File: src/rtl/hta_ram.sv
// Simple dual-port synchronous RAM: one write port, one registered read port.
// Depends on nothing.
module hta_ram #(
  parameter int WIDTH  = 8,
  parameter int DEPTH  = 16,
  parameter int ADDR_W = 4
) (
  input  logic              clk,
  input  logic              we,
  input  logic [ADDR_W-1:0] waddr,
  input  logic [WIDTH-1:0]  wdata,
  input  logic [ADDR_W-1:0] raddr,
  output logic [WIDTH-1:0]  rdata
);

  logic [WIDTH-1:0] mem [DEPTH];

  always_ff @(posedge clk) begin
    if (we) begin
      mem[waddr] <= wdata;
    end
  end

  always_ff @(posedge clk) begin
    rdata <= mem[raddr];
  end

endmodule

File: config.mk
export PLATFORM = sky130hd
export DESIGN_NAME = hta_ram
export DESIGN_NICKNAME = d
export VERILOG_FILES = /design/src/rtl/hta_ram.sv
export SDC_FILE = /design/constraint.sdc
export NUM_CORES = 1
export LEC_CHECK = 0
export BUFFER_PORTS_ARGS = -buffer_cell sky130_fd_sc_hd__buf_2
export CAP_MARGIN = 20
export CORE_ASPECT_RATIO = 0.5
export CORE_MARGIN = 2
export CORE_UTILIZATION = 44
export CTS_CLUSTER_SIZE = 24
export DETAILED_ROUTE_END_ITERATION = 10
export SETUP_SLACK_MARGIN = 0.02
export SLEW_MARGIN = 40
export SYNTH_ARGS = -nofsm -noshare
export SYNTH_HDL_FRONTEND = slang
export SYNTH_SLANG_ARGS = --single-unit
File: constraint.sdc
create_clock -name clk -period 1.65 [get_ports clk]
set_input_delay 0.0825 -clock clk [delete_from_list [all_inputs] [get_ports clk]]
set_output_delay 0.0825 -clock clk [all_outputs]
set_load 0.02 [all_outputs]
==> results_tabular.tex, run 1 <==
\begin{tabular}{lr}
\hline
Metric & Value \\
\hline
\multicolumn{2}{l}{\textbf{Logic synthesis}} \\
\quad Post-synth design cell area & a little over 0.005 mm\^{}2 \\
\quad Yosys top cell area share & 74.7\% \\
\quad Syn\_area\_per\_cell & 22.5 um\^{}2 \\
\quad Yosys Warn Count & 0 \\
\quad Proportion of synthesized chip area in sequential cells & about 78\% \\
\quad Syn\_nets & around 250 \\
\quad Number of instances in the synthesized netlist & around 230 \\
\quad Cell taking the most area after synthesis & edfxtp\_1 \\
\quad Synthesized flop and latch total & 136 \\
\quad Distinct cell type count after synthesis & 19 \\
\quad Ranking of synthesized cells by area & edfxtp\_1 75\%, mux4\_2 7.9\%, mux4\_1 7.1\% \\
\multicolumn{2}{l}{\textbf{Flow run}} \\
\quad Max-capacitance violation count & 0 \\
\multicolumn{2}{l}{\textbf{Global routing}} \\
\quad Largest net degree at the start of global routing & 27 \\
\quad Number of antenna violations at the first check in global routing & 0 \\
\quad Total congestion overflow & 0 \\
\quad Wire length of the first global-routing pass & 15.2 mm \\
\quad Total global-route track usage & about 18\% \\
\quad Vias in the first global route & approximately 2400 \\
\multicolumn{2}{l}{\textbf{STA}} \\
\quad Final worst-path cycle share & between 80\% and 90\% \\
\quad Number of max-slew violations in the final report & 0 \\
\quad Slew margin rel. & a little over two thirds \\
\quad Total Negative Setup Slacks & 0 ns \\
\quad RSZ-0062 raised after global routing & false \\
\quad Total of endpoints with negative setup slack in the final report & 0 \\
\quad Minimum setup slack in the final design & $\sim$0.19 ns \\
\quad Hold WS & about 0.066 ns \\
\quad Highest attainable clock frequency & approximately 0.69 GHz \\
\quad Final Critical Period & 1.46 ns \\
\quad Final worst clock skew & between 0.01 and 0.015 ns \\
\quad Hold Fails Final Rpt & 0 \\
\quad Worst Max-Slew Pin Slew & approximately 0.45 ns \\
\multicolumn{2}{l}{\textbf{Worst hold path}} \\
\quad Capture endpoint of the worst hold path & mem[0][4] \\
\quad Launch point of the worst hold path & wdata[4] \\
\quad Hold depth & 1 \\
\quad Hold Path Class & input port to flip-flop \\
\multicolumn{2}{l}{\textbf{Floorplanning}} \\
\quad Die area & between 0.01 and 0.015 mm\^{}2 \\
\quad Num rows & 27 \\
\quad Std-Cell Core Area & between 0.01 and 0.015 mm\^{}2 \\
\quad Chip height & between 80 and 90 um \\
\quad Top-level I/O count & 26 \\
\quad Width of the chip & approximately 160 um \\
\quad Starting utilization of the core area & 46.0\% \\
\multicolumn{2}{l}{\textbf{Setup path}} \\
\quad Top cell family by delay on the critical path & multiplexers \\
\quad Startpoint of the most critical setup path & mem[0][6] \\
\quad Kind of capture point of the worst setup path & flip-flop \\
\quad CP bufs+invs & 0 \\
\quad CP cell instances & mux4\_2, a22oi\_1, nand2\_1 \\
\quad Delay of the slowest cell on the worst path & between 0.4 and 0.5 ns \\
\quad R2R Setup Slk & roughly 0.19 ns \\
\quad Worst setup SP type & flip-flop \\
\quad Reg-to-Reg Start & mem[0][6] \\
\quad Number of cells on the worst reg-to-reg path & 3 \\
\quad Crit Path Max Fanout & 1 \\
\quad Critical path data required time & a little under 2 ns \\
\quad Arrival time of data at the critical path endpoint & 1.74 ns \\
\quad Type of the setup path with the least slack & flip-flop to flip-flop \\
\quad Slowest stage cell, crit path & mux4\_2 \\
\quad Crit Reg-Reg Endpoint & rdata[6] \\
\multicolumn{2}{l}{\textbf{Clocking}} \\
\quad Clk root buf & clkbuf\_16 \\
\quad Count of hold buffers inserted by post-cts repair & 0 \\
\quad Quantity of gates resized following cts & 0 \\
\quad CTS Sinks & between 100 and 150 \\
\quad CTS H-Tree Depth & 4 \\
\quad Maximum clock path buffer count & 2 \\
\quad Clock latency on the worst-skew pair & around 0.41 ns \\
\quad Clock transition time at the flip-flop clock pins of the worst setup and hold paths & $\sim$0.060 ns \\
\quad TritonCTS clock tree & done \\
\quad Buffer count from post-CTS setup fixing & 0 \\
\quad Clock buffer count from CTS & 17 \\
\multicolumn{2}{l}{\textbf{Route}} \\
\quad DRC violations left & 0 \\
\quad Drt first pass iters & 4 \\
\quad Vias & $\sim$2500 \\
\quad Initial drt markers & between 150 and 200 \\
\quad Post-detailed-route via-to-cell ratio & $\sim$5.3 \\
\quad Mean routed wirelength per cell & $\sim$23 um \\
\quad Antenna Nets Post-Route & 0 \\
\quad Wire length reported by the detailed router & 10.3 mm \\
\multicolumn{2}{l}{\textbf{Placement}} \\
\quad Gp weighted congestion & between 0.7 and 0.8 \\
\quad Placement Setup Slack & 0.0223 ns \\
\quad Placement Cell Area & 0.00558 mm\^{}2 \\
\quad Final HPWL from detailed placement & around 6.3 mm \\
\quad Port Buf Inserts & 25 \\
\multicolumn{2}{l}{\textbf{Pwr}} \\
\quad Combinational fraction of design power & 5.0\% \\
\quad Internal Pwr Total & between 6 and 7 mW \\
\quad Static Leak & 2.09 nW \\
\quad VDD IR max & about 0.65 mV \\
\quad Clock power frac & between 40\% and 50\% \\
\quad Sw frac & between 15 and 20\% \\
\quad Pwr/cell area & 1280 mW/mm\^{}2 \\
\quad Register share of total power & 49.3\% \\
\quad Psw & 1.53 mW \\
\multicolumn{2}{l}{\textbf{Cells and area}} \\
\quad Area growth from synthesis to layout & 19.5\% \\
\quad Final cell area excluding filler cells & 0.00615 mm\^{}2 \\
\quad Filler Cell Count & approximately 840 \\
\quad Multi-input gate area & 0.00106 mm\^{}2 \\
\quad Fraction of final layout cells sized beyond drive strength 1 & a little under a third \\
\quad Number of nets in the layout & 304 \\
\quad Area taken by flip-flops and latches & roughly 0.004 mm\^{}2 \\
\quad Antenna diode count & 0 \\
\multicolumn{2}{l}{\textbf{Outcome}} \\
\quad Result of the run & completed \\
\hline
\end{tabular}
-- Yosys cell counts, drive strengths merged --
cell,number
and2,1
a22oi,16
nand2,9
or3b,1
nand3,1
edfxtp,128
buf,7
clkdlybuf4s25,3
dfxtp,8
mux4,32
nor2b,1
nor3,4
nand2b,2
nor2,13
and2b,1
nand3b,2
-- state kept, by name, summed over array words and instances (netlist names) --
name and count:
mem 128, rdata 8
-- through the flow --
step	std cells	power [mW]	utilization, %
2_1_floorplan	229	4.18	-
3_3_place_gp	426	4.35	49.9
3_5_place_dp	426	4.36	49.9
4_1_cts	458	7.94	55.0
5_1_grt	458	8.13	55.0
6_report	458	7.90	55.0
-- power groups by stage --
stage / registers, mW / logic [mW] / clock network (mW)
2_1_floorplan: 3.98 / 0.196 / 0
3_3_place_gp: 3.96 / 0.389 / 0
3_5_place_dp: 3.96 / 0.398 / 0
4_1_cts: 3.89 / 0.400 / 3.65
5_1_grt: 3.90 / 0.428 / 3.81
6_report: 3.89 / 0.395 / 3.61
-- cells by family after synthesis --
group / share of synthesized area, %
flip-flops: 77.8
AND/OR/NAND/NOR: 3.18
multiplexers: 15.0
AO/OA/AOI/OAI: 2.33
buffers and inverters: 1.68
-- routing by layer --
| metal | wire length (um) | GRT usage, % | part of all wire (%) | up-vias |
|---|---|---|---|---|
| met3 | 861 | 4.96 | 8.3 | 6 |
| met1 | 4500 | 26.4 | 44 | 1269 |
| met4 | 84 | 5.78 | 0.81 | 0 |
| met5 | 0 | 0 | 0 | - |
| met2 | 4900 | 26.6 | 47 | 87 |
| li1 | - | - | - | 1088 |
-- cell type report --
| type | count | share of cell area (%) |
|---|---|---|
| clock buffers | 20 | 7.10 |
| well taps | 159 | 3.23 |
| flip-flops and latches | 136 | 65.1 |
| multi-input cells | 83 | 17.2 |
| repair buffers | 48 | 5.25 |
| clock inverters | 12 | 2.16 |
-- placed cells by master (no fill, tap or decap), drive strengths merged --
| master | Yosys | final |
|---|---|---|
| a22oi | 16 | 16 |
| and2 | 1 | 1 |
| and2b | 1 | 1 |
| buf | 7 | 48 |
| bufinv | 0 | 3 |
| clkbuf | 0 | 20 |
| clkinv | 0 | 7 |
| clkinvlp | 0 | 2 |
| dfxtp | 8 | 8 |
| edfxtp | 128 | 128 |
| mux4 | 32 | 32 |
| nand2 | 9 | 9 |
| nand2b | 2 | 2 |
| nand3 | 1 | 1 |
| nand3b | 2 | 2 |
| nor2 | 13 | 13 |
| nor2b | 1 | 1 |
| nor3 | 4 | 4 |
| or3b | 1 | 1 |
-- worst max path at each step --
stage,end,cells past startpoint
after floorplan,mem[0][0],2
after global placement,rdata[5],6
after detailed placement,rdata[5],6
after CTS,rdata[3],3
after global routing,rdata[3],3
final,rdata[6],3
-- worst reg2reg max path: stages (launching register included) --
cell      delay (ns)
edfxtp_1        0.38
mux4_2          0.46
a22oi_1         0.38
nand2_1         0.11
No activity file was read; power rests on OpenSTA's default activity.
==> run 2: changes to the inputs <==
--- a/config.mk
+++ b/config.mk
@@ -10,6 +10,7 @@
 export CORE_ASPECT_RATIO = 0.5
 export CORE_MARGIN = 2
 export CORE_UTILIZATION = 44
+export CTS_BUF_LIST = sky130_fd_sc_hd__clkbuf_4 sky130_fd_sc_hd__clkbuf_8
 export CTS_CLUSTER_SIZE = 24
 export DETAILED_ROUTE_END_ITERATION = 10
 export SETUP_SLACK_MARGIN = 0.02
==> run 2 against run 1 <==
Effect of this change: sequential power hardly changed; total power decreased by 12%; critical path depth did not move; final cell count unchanged; fmax grew 1.1%; clock skew shrank 0.0018 ns.
==> results_tabular.tex, run 2 (synthesis gave the netlist of run 1 again) <==
\begin{tabular}{lr}
\hline
Metric & Value \\
\hline
\multicolumn{2}{l}{\textbf{Clocking}} \\
\quad Clk root buf & clkbuf\_8 \\
\quad CTS H-Tree Depth & 4 \\
\quad Buffer count from post-CTS setup fixing & 0 \\
\quad Quantity of gates resized following cts & 0 \\
\quad Clock buffer count from CTS & 17 \\
\quad CTS Sinks & between 100 and 150 \\
\quad Clock transition time at the flip-flop clock pins of the worst setup and hold paths & 0.07 ns \\
\quad TritonCTS clock tree & done \\
\quad Count of hold buffers inserted by post-cts repair & 0 \\
\quad Maximum clock path buffer count & 2 \\
\quad Clock latency on the worst-skew pair & 0.42 ns \\
\multicolumn{2}{l}{\textbf{STA}} \\
\quad Minimum setup slack in the final design & slightly above 0.2 ns \\
\quad Highest attainable clock frequency & 0.693 GHz \\
\quad Total of endpoints with negative setup slack in the final report & 0 \\
\quad Number of max-slew violations in the final report & 0 \\
\quad RSZ-0062 raised after global routing & false \\
\quad Final worst-path cycle share & 87.5\% \\
\quad Slew margin rel. & $\sim$70\% \\
\quad Worst Max-Slew Pin Slew & 0.439 ns \\
\quad Final Critical Period & 1.44 ns \\
\quad Hold Fails Final Rpt & 0 \\
\quad Final worst clock skew & 0.0101 ns \\
\quad Total Negative Setup Slacks & 0 ns \\
\multicolumn{2}{l}{\textbf{Setup path}} \\
\quad Delay of the slowest cell on the worst path & between 0.4 and 0.5 ns \\
\quad Slowest stage cell, crit path & mux4\_2 \\
\quad Critical path data required time & 1.94 ns \\
\quad Crit Path Max Fanout & 1 \\
\quad CP cell instances & mux4\_2, a22oi\_1, nand2\_1 \\
\quad Worst setup SP type & flip-flop \\
\quad Arrival time of data at the critical path endpoint & 1.74 ns \\
\quad Kind of capture point of the worst setup path & flip-flop \\
\quad Type of the setup path with the least slack & flip-flop to flip-flop \\
\multicolumn{2}{l}{\textbf{Cells and area}} \\
\quad Area taken by flip-flops and latches & approximately 0.004 mm\^{}2 \\
\quad Most common cell after layout, fill and taps aside & edfxtp\_1 \\
\quad Antenna diode count & 0 \\
\quad Commonest cells after routing, fill and taps aside & 128 x edfxtp\_1, 25 x buf\_2, 21 x buf\_4 \\
\quad Registers with the most flip-flops & mem x128, rdata x8 \\
\quad Area growth from synthesis to layout & 16.0\% \\
\quad Multi-input gate area & 0.00106 mm\^{}2 \\
\quad Number of nets in the layout & just over 300 \\
\quad Largest register FFs & roughly 130 \\
\quad Filler Cell Count & just under 900 \\
\quad Share of the core filled with cells & 53.4\% \\
\quad Fraction of final layout cells sized beyond drive strength 1 & between 30\% and 40\% \\
\quad Register name with the most flops & mem \\
\multicolumn{2}{l}{\textbf{Global routing}} \\
\quad Wire length of the first global-routing pass & 15.0 mm \\
\quad Number of antenna violations at the first check in global routing & 0 \\
\quad Total global-route track usage & between 10\% and 20\% \\
\quad Largest net degree at the start of global routing & 27 \\
\quad Total congestion overflow & 0 \\
\quad Vias in the first global route & $\sim$2400 \\
\multicolumn{2}{l}{\textbf{Route}} \\
\quad Post-detailed-route via-to-cell ratio & 5.38 \\
\quad Drt first pass iters & 5 \\
\quad DRC violations left & 0 \\
\quad Wire length reported by the detailed router & approximately 10 mm \\
\quad Initial drt markers & 212 \\
\quad Mean routed wirelength per cell & 22.1 um \\
\quad Vias & roughly 2500 \\
\quad Antenna Nets Post-Route & 0 \\
\multicolumn{2}{l}{\textbf{Floorplanning}} \\
\quad Top-level I/O count & 26 \\
\quad Die area & 0.0126 mm\^{}2 \\
\quad Std-Cell Core Area & 0.0112 mm\^{}2 \\
\quad Num rows & 27 \\
\quad Starting utilization of the core area & between 40\% and 50\% \\
\quad Width of the chip & between 150 and 200 um \\
\quad Chip height & 80.5 um \\
\multicolumn{2}{l}{\textbf{Outcome}} \\
\quad Result of the run & completed \\
\multicolumn{2}{l}{\textbf{Worst hold path}} \\
\quad Hold Path Class & input port to flip-flop \\
\multicolumn{2}{l}{\textbf{Pwr}} \\
\quad Overall power & between 6 and 7 mW \\
\quad Pwr/cell area & 1160 mW/mm\^{}2 \\
\quad Static Leak & roughly 2 nW \\
\quad VDD IR max & about 0.46 mV \\
\multicolumn{2}{l}{\textbf{Flow run}} \\
\quad Max-capacitance violation count & 0 \\
\multicolumn{2}{l}{\textbf{Placement}} \\
\quad Final HPWL from detailed placement & roughly 6.3 mm \\
\quad Placement Setup Slack & between 0.02 and 0.025 ns \\
\quad Port Buf Inserts & 25 \\
\quad Gp weighted congestion & 0.775 \\
\hline
\end{tabular}
[run 2: cell counts in the layout (fill, tap and decap cells not counted)]
No cell type changed its count.
[run 2: metrics by stage]
stage	instances	hold slack, ns	instance area (um^2)
finish	458	0.0505	5970
global route	458	0.0264	5970
CTS	458	0.0197	5970
detailed placement	426	0.482	5580
global placement	426	0.472	5580
floorplan	229	0.181	5150
[run 2: final cells by class]
class	count	area share [%]
Clock inverter	12	2.22
Clock buffer	20	4.29
Sequential cell	136	67.0
Tap cell	159	3.33
Timing Repair Buffer	48	5.41
Multi-Input combinational cell	83	17.7
[run 2: worst paths after layout]
check	start	to	slack (ns)	depth (start not counted)
worst max-delay path	mem[0][6]	rdata[6]	0.21	3
worst min-delay path	wdata[4]	mem[3][4]	0.05	1
worst max register to register	mem[0][6]	rdata[6]	0.21	3
worst min register to register	mem[12][7]	rdata[7]	0.67	3
[run 2: power by group]
group,internal (mW),switching (mW),leakage (nW)
Clock,1.51,1.14,0.192
Sequential,3.86,0.0263,1.22
Combinational,0.162,0.232,0.600
[run 2: worst max-delay path: cells and delay by family (launching register included)]
kind,cells,cell delay [ns]
AOI/OAI and AO/OA,1,0.37
DFF,1,0.39
muxes,1,0.46
and+or+nand+nor,1,0.10
[run 2: layer usage]
metal  wire length, um  global-route usage, %
met1              4710                   26.3
met2              4730                   25.8
met3               630                   5.45
met4                63                   4.40
met5                 0                      0
==> run 3: changes to the inputs <==
--- a/config.mk
+++ b/config.mk
@@ -13,6 +13,7 @@
 export CTS_BUF_LIST = sky130_fd_sc_hd__clkbuf_4 sky130_fd_sc_hd__clkbuf_8
 export CTS_CLUSTER_SIZE = 24
 export DETAILED_ROUTE_END_ITERATION = 10
+export PLACE_DENSITY = 0.69
 export SETUP_SLACK_MARGIN = 0.02
 export SLEW_MARGIN = 40
 export SYNTH_ARGS = -nofsm -noshare
==> run 3 against run 2 <==
Effect of this change: first-iteration DRC count increased by 36%; clock skew about the same; design area decreased by 0.27%; hold slack got worse by 0.012 ns; register-to-register slack improved by 0.05 ns; total power decreased by 1.5%; final cell count decreased by 0.44%; critical path depth unchanged; critical path type unchanged; critical endpoint is now rdata[5].
==> results_tabular.tex, run 3 (synthesis gave the netlist of run 1 again) <==
\begin{tabular}{lr}
\hline
Metric & Value \\
\hline
\multicolumn{2}{l}{\textbf{Outcome}} \\
\quad Result of the run & completed \\
\multicolumn{2}{l}{\textbf{Clocking}} \\
\quad Quantity of gates resized following cts & 0 \\
\quad Count of hold buffers inserted by post-cts repair & 0 \\
\quad Clk root buf & clkbuf\_8 \\
\quad Clock transition time at the flip-flop clock pins of the worst setup and hold paths & 0.08 ns \\
\quad TritonCTS clock tree & done \\
\quad Buffer count from post-CTS setup fixing & 0 \\
\quad Clock latency on the worst-skew pair & 0.42 ns \\
\quad CTS H-Tree Depth & 4 \\
\quad Maximum clock path buffer count & 2 \\
\quad Clock buffer count from CTS & 17 \\
\quad CTS Sinks & around 140 \\
\multicolumn{2}{l}{\textbf{STA}} \\
\quad Number of max-slew violations in the final report & 0 \\
\quad Total of endpoints with negative setup slack in the final report & 0 \\
\quad Final worst clock skew & between 0.009 and 0.01 ns \\
\quad RSZ-0062 raised after global routing & false \\
\quad Final worst-path cycle share & a little over four fifths \\
\quad Total Negative Setup Slacks & 0 ns \\
\quad Final Critical Period & between 1 and 1.5 ns \\
\quad Highest attainable clock frequency & approximately 0.72 GHz \\
\quad Slew margin rel. & $\sim$70\% \\
\quad Hold Fails Final Rpt & 0 \\
\quad Worst Max-Slew Pin Slew & about 0.44 ns \\
\multicolumn{2}{l}{\textbf{Route}} \\
\quad Vias & between 2000 and 2500 \\
\quad Wire length reported by the detailed router & between 9 and 10 mm \\
\quad Mean routed wirelength per cell & between 20 and 25 um \\
\quad Post-detailed-route via-to-cell ratio & 5.33 \\
\quad Antenna Nets Post-Route & 0 \\
\quad Drt first pass iters & 4 \\
\quad Initial drt markers & $\sim$290 \\
\quad DRC violations left & 0 \\
\multicolumn{2}{l}{\textbf{Cells and area}} \\
\quad Fraction of final layout cells sized beyond drive strength 1 & roughly a third \\
\quad Antenna diode count & 0 \\
\quad Filler Cell Count & a little over 800 \\
\quad Number of nets in the layout & between 300 and 400 \\
\quad Share of the core filled with cells & between 50\% and 60\% \\
\quad Commonest cells after routing, fill and taps aside & 128 x edfxtp\_1, 25 x buf\_2, 18 x mux4\_2, 18 x buf\_4, 17 x clkbuf\_8 \\
\quad Final cell area excluding filler cells & 0.00596 mm\^{}2 \\
\quad Area growth from synthesis to layout & 15.7\% \\
\quad Register name with the most flops & mem \\
\quad Largest register FFs & roughly 130 \\
\quad Registers with the most flip-flops & mem x128, rdata x8 \\
\quad Most common cell after layout, fill and taps aside & edfxtp\_1 \\
\multicolumn{2}{l}{\textbf{Global routing}} \\
\quad Wire length of the first global-routing pass & roughly 15 mm \\
\quad Vias in the first global route & 2510 \\
\quad Largest net degree at the start of global routing & 33 \\
\quad Total global-route track usage & about 17\% \\
\quad Number of antenna violations at the first check in global routing & 0 \\
\quad Total congestion overflow & 0 \\
\multicolumn{2}{l}{\textbf{Setup path}} \\
\quad Number of cells on the worst reg-to-reg path & 3 \\
\quad Arrival time of data at the critical path endpoint & approximately 1.7 ns \\
\quad Slowest stage cell, crit path & mux4\_1 \\
\quad Crit Path Max Fanout & 1 \\
\quad Kind of capture point of the worst setup path & flip-flop \\
\quad CP bufs+invs & 0 \\
\quad Stages on the worst setup path & 3 \\
\quad Top cell family by delay on the critical path & multiplexers \\
\quad Worst setup SP type & flip-flop \\
\quad Delay of the slowest cell on the worst path & 0.51 ns \\
\quad Type of the setup path with the least slack & flip-flop to flip-flop \\
\quad Critical path data required time & slightly below 2 ns \\
\quad CP cell instances & mux4\_1, a22oi\_1, nand2\_1 \\
\multicolumn{2}{l}{\textbf{Flow run}} \\
\quad Max-capacitance violation count & 0 \\
\multicolumn{2}{l}{\textbf{Placement}} \\
\quad Final HPWL from detailed placement & between 6 and 7 mm \\
\quad Placement Cell Area & roughly 0.0056 mm\^{}2 \\
\quad Port Buf Inserts & 25 \\
\quad Gp weighted congestion & 0.751 \\
\multicolumn{2}{l}{\textbf{Floorplanning}} \\
\quad Die area & around 0.013 mm\^{}2 \\
\quad Width of the chip & roughly 160 um \\
\quad Std-Cell Core Area & approximately 0.011 mm\^{}2 \\
\quad Top-level I/O count & 26 \\
\quad Starting utilization of the core area & 46.0\% \\
\quad Num rows & 27 \\
\quad Chip height & slightly above 80 um \\
\multicolumn{2}{l}{\textbf{Pwr}} \\
\quad Static Leak & 2.00 nW \\
\quad VDD IR max & between 0.5 and 0.6 mV \\
\quad Pwr/cell area & between 1000 and 1500 mW/mm\^{}2 \\
\multicolumn{2}{l}{\textbf{Worst hold path}} \\
\quad Hold Path Class & input port to flip-flop \\
\quad Hold depth & 1 \\
\hline
\end{tabular}
run 3: cell count changes in the layout (fill, tap and decap cells not counted):
cell | before | now
bufinv_16 | 3 | 2
buf_4 | 21 | 18
clkinv_2 | 1 | 3
clkinv_1 | 6 | 3
buf_12 | 2 | 3
clkinvlp_4 | 2 | 4
clkinv_4 | 0 | 2
clkbuf_4 | 3 | 1
run 3: stage by stage:
| stage | setup WS (ns) | std cells | power [mW] | hold WS, ns |
|---|---|---|---|---|
| after floorplan | 0.0746 | 229 | 4.18 | 0.181 |
| after global placement | 0.156 | 424 | 4.34 | 0.461 |
| after detailed placement | 0.122 | 424 | 4.36 | 0.478 |
| after CTS | 0.244 | 456 | 6.87 | 0.0174 |
| after global routing | 0.209 | 456 | 7.06 | 0.0262 |
| final | 0.257 | 456 | 6.82 | 0.0380 |
run 3: area by class of cell:
type                       instances  area [um^2]  share of cell area, %
timing repair buffer              46          320                   5.38
sequential                       136         4000                   67.2
clock inverter                    14          134                   2.25
multi-input combinational         83         1060                   17.8
clock buffer                      18          241                   4.05
tap                              159          199                   3.34
run 3: per-layer routing:
layer / vias to the layer above / track usage, % / share of wire [%]
met5: - / 0 / 0
met4: 0 / 7.71 / 1.4
met3: 12 / 5.02 / 7.0
met2: 92 / 26.0 / 47
met1: 1241 / 24.0 / 44
li1: 1084 / - / -
run 3: path summary, 6_finish.rpt:
path,slack [ns],from,to
setup / recovery,0.26,mem[1][5],rdata[5]
hold / removal,0.04,wdata[4],mem[5][4]
setup reg to reg,0.26,mem[1][5],rdata[5]
hold reg to reg,0.67,mem[14][1],rdata[1]
run 3: power breakdown:
group	switching, mW	internal (mW)
clock network	1.21	1.34
logic	0.230	0.162
registers	0.0287	3.86
